==> config.mk <==
export PLATFORM = sky130hd
export DESIGN_NAME = windowed_mean_ring_queue
export DESIGN_NICKNAME = d
export VERILOG_FILES = /design/src/hdl/wmrq_pkg.sv /design/src/hdl/wmrq_store.sv /design/src/hdl/wmrq_div.sv /design/src/hdl/windowed_mean_ring_queue.sv
export SDC_FILE = /design/constraint.sdc
export NUM_CORES = 1
export LEC_CHECK = 0
export BUFFER_PORTS_ARGS = -buffer_cell sky130_fd_sc_hd__buf_2
export CAP_MARGIN = 30
export CORE_MARGIN = 2
export CORE_UTILIZATION = 35
export CTS_BUF_LIST = sky130_fd_sc_hd__clkbuf_8 sky130_fd_sc_hd__clkbuf_16
export CTS_CLUSTER_DIAMETER = 30
export DETAILED_ROUTE_END_ITERATION = 7
export GPL_TIMING_DRIVEN = 0
export PLACE_DENSITY_LB_ADDON = 0.2
export SLEW_MARGIN = 5
export SYNTH_ARGS = -nofsm -noshare
export SYNTH_HDL_FRONTEND = slang
export SYNTH_SLANG_ARGS = --single-unit
export TNS_END_PERCENT = 10
==> constraint.sdc <==
create_clock -name clk -period 17.2 [get_ports clk]
set_clock_uncertainty 0.05 [all_clocks]
set_input_delay 3.44 -clock clk [delete_from_list [all_inputs] [get_ports clk]]
set_output_delay 3.44 -clock clk [all_outputs]
set_load 0.01 [all_outputs]
==> src/hdl/wmrq_pkg.sv <==
// ----------------------------------------------------------------------------
// wmrq_pkg
// Field widths and shared types of the windowed mean ring queue.
// ----------------------------------------------------------------------------
package wmrq_pkg;

	localparam int VALUE_W = 16;
	localparam int TAG_W   = 32;
	localparam int MEAN_W  = 16;
	localparam int FILL_W  = 3;

	// Status of the serial divider as seen by the controller
	typedef struct packed {
		logic busy;
		logic done;
	} div_stat_t;

endpackage

==> src/hdl/wmrq_store.sv <==
// ----------------------------------------------------------------------------
// wmrq_store
// Ring store of values and tags with slot pointers, fill count and running
// total; reports the tag of the entry dropped on a push into a full ring.
// ----------------------------------------------------------------------------
module wmrq_store import wmrq_pkg::*; #(
	parameter int WINDOW = 5,
	parameter int CNT_W  = 3,
	parameter int SUM_W  = 19
) (
	input  logic               clk,
	input  logic               arst_n,
	input  logic               push,
	input  logic [VALUE_W-1:0] sample_value,
	input  logic [TAG_W-1:0]   item_tag,
	output logic [SUM_W-1:0]   total,
	output logic [CNT_W-1:0]   count,
	output logic               evicted,
	output logic [TAG_W-1:0]   evicted_tag
);

	localparam int SLOT_W = (WINDOW > 1) ? $clog2(WINDOW) : 1;
	localparam logic [SLOT_W-1:0] LAST_SLOT = SLOT_W'(WINDOW - 1);
	localparam logic [CNT_W-1:0]  FULL_CNT  = CNT_W'(WINDOW);

	logic [VALUE_W-1:0] value_mem [WINDOW];
	logic [TAG_W-1:0]   tag_mem [WINDOW];

	logic [SLOT_W-1:0] oldest_q, next_q;
	logic [CNT_W-1:0]  count_q;
	logic [SUM_W-1:0]  total_q;
	logic              evicted_q;
	logic [TAG_W-1:0]  evt_tag_q;
	logic              full;
	logic [SLOT_W-1:0] oldest_adv, next_adv;

	assign full       = (count_q == FULL_CNT);
	assign oldest_adv = (oldest_q == LAST_SLOT) ? '0 : oldest_q + 1'b1;
	assign next_adv   = (next_q == LAST_SLOT) ? '0 : next_q + 1'b1;

	// Write the new entry at the head slot
	always_ff @(posedge clk) begin
		if (push) begin
			value_mem[next_q] <= sample_value;
			tag_mem[next_q]   <= item_tag;
		end
	end

	// Advance pointers, drop the oldest entry when full, update the total
	always_ff @(posedge clk or negedge arst_n) begin
		if (!arst_n) begin
			oldest_q  <= '0;
			next_q    <= '0;
			count_q   <= '0;
			total_q   <= '0;
			evicted_q <= 1'b0;
			evt_tag_q <= '0;
		end else if (push) begin
			next_q    <= next_adv;
			evicted_q <= full;
			if (full) begin
				oldest_q  <= oldest_adv;
				evt_tag_q <= tag_mem[oldest_q];
				total_q   <= total_q + SUM_W'(sample_value) - SUM_W'(value_mem[oldest_q]);
			end else begin
				count_q   <= count_q + 1'b1;
				evt_tag_q <= '0;
				total_q   <= total_q + SUM_W'(sample_value);
			end
		end
	end

	assign total       = total_q;
	assign count       = count_q;
	assign evicted     = evicted_q;
	assign evicted_tag = evt_tag_q;

endmodule

==> src/hdl/wmrq_div.sv <==
// ----------------------------------------------------------------------------
// wmrq_div
// Bit-serial restoring divider: one quotient bit per cycle, the dividend
// shifting out of the same register that the quotient shifts into.
// ----------------------------------------------------------------------------
module wmrq_div import wmrq_pkg::*; #(
	parameter int NUM_W = 20,
	parameter int DEN_W = 4
) (
	input  logic             clk,
	input  logic             arst_n,
	input  logic             start,
	input  logic [NUM_W-1:0] num,
	input  logic [DEN_W-1:0] den,
	output logic [NUM_W-1:0] quo,
	output div_stat_t        stat
);

	localparam int STEP_W = $clog2(NUM_W + 1);

	logic [NUM_W-1:0]  shift_q;
	logic [DEN_W-1:0]  den_q;
	logic [DEN_W-1:0]  rem_q;
	logic [STEP_W-1:0] step_q;
	logic              busy_q, done_q;
	logic [DEN_W:0]    trial, diff;
	logic              ge;

	// Bring down the next dividend bit and try the subtraction
	assign trial = {rem_q, shift_q[NUM_W-1]};
	assign ge    = (trial >= {1'b0, den_q});
	assign diff  = trial - {1'b0, den_q};

	always_ff @(posedge clk) begin
		if (start && !busy_q) begin
			shift_q <= num;
			den_q   <= den;
			rem_q   <= '0;
		end else if (busy_q) begin
			shift_q <= {shift_q[NUM_W-2:0], ge};
			rem_q   <= ge ? diff[DEN_W-1:0] : trial[DEN_W-1:0];
		end
	end

	// Count the steps and flag the last one
	always_ff @(posedge clk or negedge arst_n) begin
		if (!arst_n) begin
			busy_q <= 1'b0;
			done_q <= 1'b0;
			step_q <= '0;
		end else begin
			done_q <= 1'b0;
			if (start && !busy_q) begin
				busy_q <= 1'b1;
				step_q <= STEP_W'(NUM_W);
			end else if (busy_q) begin
				step_q <= step_q - 1'b1;
				if (step_q == STEP_W'(1)) begin
					busy_q <= 1'b0;
					done_q <= 1'b1;
				end
			end
		end
	end

	assign quo       = shift_q;
	assign stat.busy = busy_q;
	assign stat.done = done_q;

endmodule

==> src/hdl/windowed_mean_ring_queue.sv <==
// ----------------------------------------------------------------------------
// windowed_mean_ring_queue
// Sliding window of up to WINDOW samples with a rounded-half-up mean.
// ----------------------------------------------------------------------------
// Usage:
//   Sample channel: sample_value and item_tag, taken when sample_valid is
//   high and sample_stall is low. Each request pushes one entry; on a full
//   window the oldest entry is dropped first and its tag comes back.
//   Result channel: window_mean, evicted_valid, evicted_tag and fill_level,
//   taken when result_valid is high and result_stall is low. Every request
//   gives exactly one result.
//   The dividend is NUM_W = 17 + clog2(WINDOW + 1) bits wide (20 for a
//   window of five). Requests are paced by the bit-serial divider, which
//   retires one quotient bit a cycle; a new request is taken only once the
//   last result has reached the output register.
//   A finished result waits in the output register; the next request is
//   taken meanwhile. If the receiver stalls for longer than one division,
//   the following result waits in the divider and sample_stall stays high.
//   Reset empties the window and clears result_valid; no clearing pass.
// ----------------------------------------------------------------------------
module windowed_mean_ring_queue import wmrq_pkg::*; #(
	parameter int WINDOW = 5
) (
	input  logic               clk,
	input  logic               arst_n,
	input  logic               sample_valid,
	output logic               sample_stall,
	input  logic [VALUE_W-1:0] sample_value,
	input  logic [TAG_W-1:0]   item_tag,
	output logic               result_valid,
	input  logic               result_stall,
	output logic [MEAN_W-1:0]  window_mean,
	output logic               evicted_valid,
	output logic [TAG_W-1:0]   evicted_tag,
	output logic [FILL_W-1:0]  fill_level
);

	localparam int CNT_W = $clog2(WINDOW + 1);
	localparam int SUM_W = VALUE_W + CNT_W;
	localparam int NUM_W = SUM_W + 1;
	localparam int DEN_W = CNT_W + 1;

	typedef enum logic [1:0] {
		S_IDLE,
		S_DIV,
		S_WAIT
	} state_t;

	state_t            state_q;
	logic              start_q;
	logic              result_valid_q;
	logic [MEAN_W-1:0] mean_q;
	logic              evicted_q;
	logic [TAG_W-1:0]  evt_tag_q;
	logic [FILL_W-1:0] fill_q;

	logic              push;
	logic [SUM_W-1:0]  total;
	logic [CNT_W-1:0]  count;
	logic              st_evicted;
	logic [TAG_W-1:0]  st_evt_tag;
	logic [NUM_W-1:0]  num, quo;
	logic [DEN_W-1:0]  den;
	div_stat_t         div_stat;
	logic              out_free;

	assign sample_stall = (state_q != S_IDLE);
	assign push         = sample_valid && !sample_stall;
	assign out_free     = !result_valid_q || !result_stall;

	wmrq_store #(
		.WINDOW (WINDOW),
		.CNT_W  (CNT_W),
		.SUM_W  (SUM_W)
	) u_store (
		.clk          (clk),
		.arst_n       (arst_n),
		.push         (push),
		.sample_value (sample_value),
		.item_tag     (item_tag),
		.total        (total),
		.count        (count),
		.evicted      (st_evicted),
		.evicted_tag  (st_evt_tag)
	);

	// Rounded mean as (2*sum + count) / (2*count)
	assign num = {total, 1'b0} + NUM_W'(count);
	assign den = {count, 1'b0};

	wmrq_div #(
		.NUM_W (NUM_W),
		.DEN_W (DEN_W)
	) u_div (
		.clk    (clk),
		.arst_n (arst_n),
		.start  (start_q),
		.num    (num),
		.den    (den),
		.quo    (quo),
		.stat   (div_stat)
	);

	// Sequence one request and hold the result until it is taken
	always_ff @(posedge clk or negedge arst_n) begin
		if (!arst_n) begin
			state_q        <= S_IDLE;
			start_q        <= 1'b0;
			result_valid_q <= 1'b0;
		end else begin
			if (result_valid_q && !result_stall) begin
				result_valid_q <= 1'b0;
			end
			case (state_q)
				S_IDLE: begin
					if (push) begin
						start_q <= 1'b1;
						state_q <= S_DIV;
					end
				end
				S_DIV: begin
					if (div_stat.busy) begin
						start_q <= 1'b0;
					end
					if (div_stat.done) begin
						if (out_free) begin
							result_valid_q <= 1'b1;
							state_q        <= S_IDLE;
						end else begin
							state_q <= S_WAIT;
						end
					end
				end
				S_WAIT: begin
					if (out_free) begin
						result_valid_q <= 1'b1;
						state_q        <= S_IDLE;
					end
				end
				default: begin
					start_q <= 1'b0;
					state_q <= S_IDLE;
				end
			endcase
		end
	end

	// Load the result payload as the request completes
	always_ff @(posedge clk) begin
		if (((state_q == S_DIV && div_stat.done) || state_q == S_WAIT) && out_free) begin
			mean_q    <= quo[MEAN_W-1:0];
			evicted_q <= st_evicted;
			evt_tag_q <= st_evt_tag;
			fill_q    <= FILL_W'(count);
		end
	end

	assign result_valid  = result_valid_q;
	assign window_mean   = mean_q;
	assign evicted_valid = evicted_q;
	assign evicted_tag   = evt_tag_q;
	assign fill_level    = fill_q;

endmodule

==> impl_results.md <==
- Fin cells: 1,990
- Placement Rows: 79
- Antenna viol nets, final: 0
- Drt first pass iters: 6
- Worst hold path stage count: 0
- Max-slew headroom: a little over a third
- Seq cells post-synth: 391
- WP buf/inv: 1
- Core area: 46,600 um^2
- Max frequency: 138 MHz
- Design area: about 21,000 um^2
- Clk Latency, worst-skew pair: ~0.62 ns
- Crit path kind: primary input to register
- Total global routing track utilization: ~16%
- DP Cell Count: 1,821
- Root buffer cell: clkbuf_16
- Sequential share of power: 30.4%
- Critical path arrival: 7.67 ns
- Pwr dens: between 200 and 250 nW/um^2
- Initial antenna violation count: 2
- Die boundary height: 221 um
- Crit-path cells: buf_2, ha_1, fa_1, a21o_1, a21oi_1, xnor2_1, ha_1, a21oi_2, o21ai_0, a41oi_1, o21ai_0, maj3_2, maj3_2, a221oi_2, nor3_1, nand2b_1, xor2_1, mux2_4
- Mean Syn Cell Area: roughly 15 um^2
- Cts bufs inserted: 89
- Multiplexer share of the synthesized area: 10.0%
- Cell Int Power: 2.98 mW
- Reg-to-Reg Start: u_store.oldest_q[0]
- Slew at the pin closest to its max-slew limit: 0.968 ns
- Synth Area in Compound Gates: slightly below 7%
- Setup-failing EPs final: 0
- Starting DRT DRC Count: between 500 and 600
- Top FF cell, synth: edfxtp_1
- Fraction of layout cells with a size suffix above 1: 27.3%
- Port bufs: 105
- Area growth syn-to-layout: 29.8%
- Placed Area: 18,200 um^2
- RePlAce Congestion: about 0.81
- Post_cts resized: 0
- Final Hold Vio Count: 0
- Die area: 48,900 um^2
- Vias in the first global route: a little over 10,000
- Hold_sp: u_store.evicted_tag[12]
- Largest family of logic cells by synthesized area: multiplexers
- Worst-case reg-to-reg path depth: 17
- Pins Over Slew Limit: 0
- Asr flop ratio synth: 18.4%
- Unrepaired setup endpoints after global routing: no
- Clock Tree Buf Depth: 3
- Sequential-to-total area share from yosys stat: 68.8%
- CP delay by family, top: adder cells
- Initial Utilization: between 30% and 40%
- VDD IR max: 0.0927 mV
- Num Clock Sinks: 391
- Detailed Place HPWL: between 20,000 and 30,000 um
- Via count: 9,758
- Die X: ~220 um
- Max-Cap Viols: 0
- Total gr overflow: 0
- Post-synth EDFFs: 315
- Gate power share: between 30% and 40%
- H-tree depth: 3
- Hold Path Class: register to register
- Worst-path clk slew: 0.04 ns
- Yosys top cell area share: 57.3%
- Mapped cell area: 16,500 um^2
- Clock power share: 39.6%
- Distinct cell type count after synthesis: between 60 and 70
- Adder-Cell Fraction of Synth Area: 3.96%
- Crit Path Max Fanout: 6
- Net Sw Power: 1.40 mW
- Total Wirelength: 37,600 um
- Fin crit period: around 7.2 ns
- Cells after Synth: 1,068
- Post-CTS Setup Bufs: 0
- Drt via density: 4.90
- Synth Area in Simple Gates: approximately 5.8%
- First-pass GRT wire length: 58,900 um
- Area of the multi-input gates: 4920 um^2
- # DRC: 0
- Routed length per instance: 18.9 um
- Ranking of synthesized cells by area: edfxtp_1 (57%), dfrtp_1 (11%), mux4_2 (6.6%)
- Worst path required time: 17.63 ns
- Startpoint types: primary input
- Yosys warns: 0
- CTS tree: done
- Fillers: 4,172
- Status: finished clean
- Max stage delay on crit path: ~0.40 ns
- Syn Nets: 1,168
- Largest net degree at the start of global routing: 45
- Switching Share: 31.9%
- Fin nets: 1,407
- Critical R2R Capture: u_store.total[17]
- Period utilization: 42.1%
- Pleak: roughly 7.9 nW
- Critical path capture point type: register
- Sum of negative setup slack: 0 ns
- Cell taking the most area after synthesis: edfxtp_1
- Antenna cells: 0
- FF+latch area: 11,300 um^2
- Register-to-register setup slack: 11.72 ns
- Ports: 106
- Critical-path cell with the highest stage delay: fa_1
- Hold EP: evicted_tag[12]
- Hold-fix buffer count after cts: 0
- Area share of xor/xnor cells in the synthesized design: 3.00%
[flip-flops by register name (all words and copies together), names as in the netlist, 4 cells and up]
register / flops
u_store.tag_mem: 160
u_div.step_q: 5
window_mean: 16
u_store.value_mem: 80
evicted_tag: 32
u_div.quo: 20
u_store.total: 19
u_div.rem_q: 4
u_store.evicted_tag: 32
[cell usage in the layout, fill, tap and decap left out, types with 36 or more instances in the layout]
| master | netlist | layout |
|---|---|---|
| a21oi_1 | 37 | 36 |
| buf_2 | 1 | 105 |
| clkbuf_16 | 0 | 90 |
| dfrtp_1 | 72 | 72 |
| edfxtp_1 | 315 | 315 |
| ha_1 | 44 | 44 |
| inv_1 | 31 | 38 |
| mux2i_1 | 50 | 50 |
| mux4_2 | 48 | 48 |
| nand2_1 | 108 | 108 |
| nor2_1 | 41 | 41 |
| o21ai_0 | 86 | 86 |
[routing by layer]
layer	GRT usage (%)	share of wire, %
met1	21.2	46
met4	5.59	2.5
met2	24.3	46
met5	0	0.058
met3	4.32	5.3
[final cells by class]
class	count	share of cell area (%)
inverters	32	0.561
clock buffers	92	10.6
plain buffers	39	0.690
clock inverters	75	4.13
flip-flops and latches	391	53.0
repair buffers	148	4.45
multi-input cells	606	23.0
well taps	607	3.55
[power groups by stage]
stage          sequential [mW]  clock, mW  combinational (mW)
6_report                  1.33       1.73                1.31
5_1_grt                   1.35       1.82                1.47
4_1_cts                   1.33       1.77                1.33
3_5_place_dp              1.35          0                1.32
3_3_place_gp              1.37          0                1.27
2_1_floorplan             1.32          0               0.985
[cells in the mapped netlist, types with 4 or more instances]
cell,number
nand3_1,18
fa_1,4
nor2_1,41
edfxtp_1,315
a21oi_1,37
o211ai_1,4
dfrtp_1,72
mux2_2,5
nand2b_1,7
xnor2_1,31
nor4_1,6
ha_1,44
clkbuf_1,29
or3_1,5
nand4_1,6
nor2b_1,4
a21o_1,11
mux4_2,48
dfxtp_1,4
xor2_1,21
buf_1,9
mux2i_1,50
nor3_1,6
nand2_1,108
o21ai_0,86
and4_1,4
inv_1,31
[cells by family (layout without fill, tap and decap cells)]
logic type               count (synthesis)  in the layout
AO/OA/AOI/OAI                          182            182
XOR/XNOR                                54             54
adder cells (fa/ha/maj)                 50             50
buffers and inverters                   71            386
flip-flops                             391            391
multiplexers                           104            104
AND/OR/NAND/NOR                        216            216
[through the flow]
step	util (%)	hold slack, ns	worst slack (ns)	power, mW
after floorplan	-	0.370	8.10	2.31
after global placement	38.2	0.378	2.46	2.64
after detailed placement	39.1	0.380	9.33	2.66
after CTS	45.9	0.391	9.97	4.43
after global routing	46.0	0.399	9.60	4.64
final	46.0	0.392	9.96	4.37
[worst max-delay path by stage]
stage                                          to  slack, ns  cells after the start             from
after floorplan             u_store.tag_mem[1][0]       8.10                      4     sample_valid
after global placement    u_store.value_mem[2][6]       2.46                      5     sample_valid
after detailed placement        u_store.total[17]       9.33                     18  sample_value[0]
after CTS                       u_store.total[17]       9.97                     18  sample_value[0]
after global routing            u_store.total[16]       9.60                     20  sample_value[4]
final                           u_store.total[17]       9.96                     18  sample_value[0]
Power figures use the tool's default switching activity.
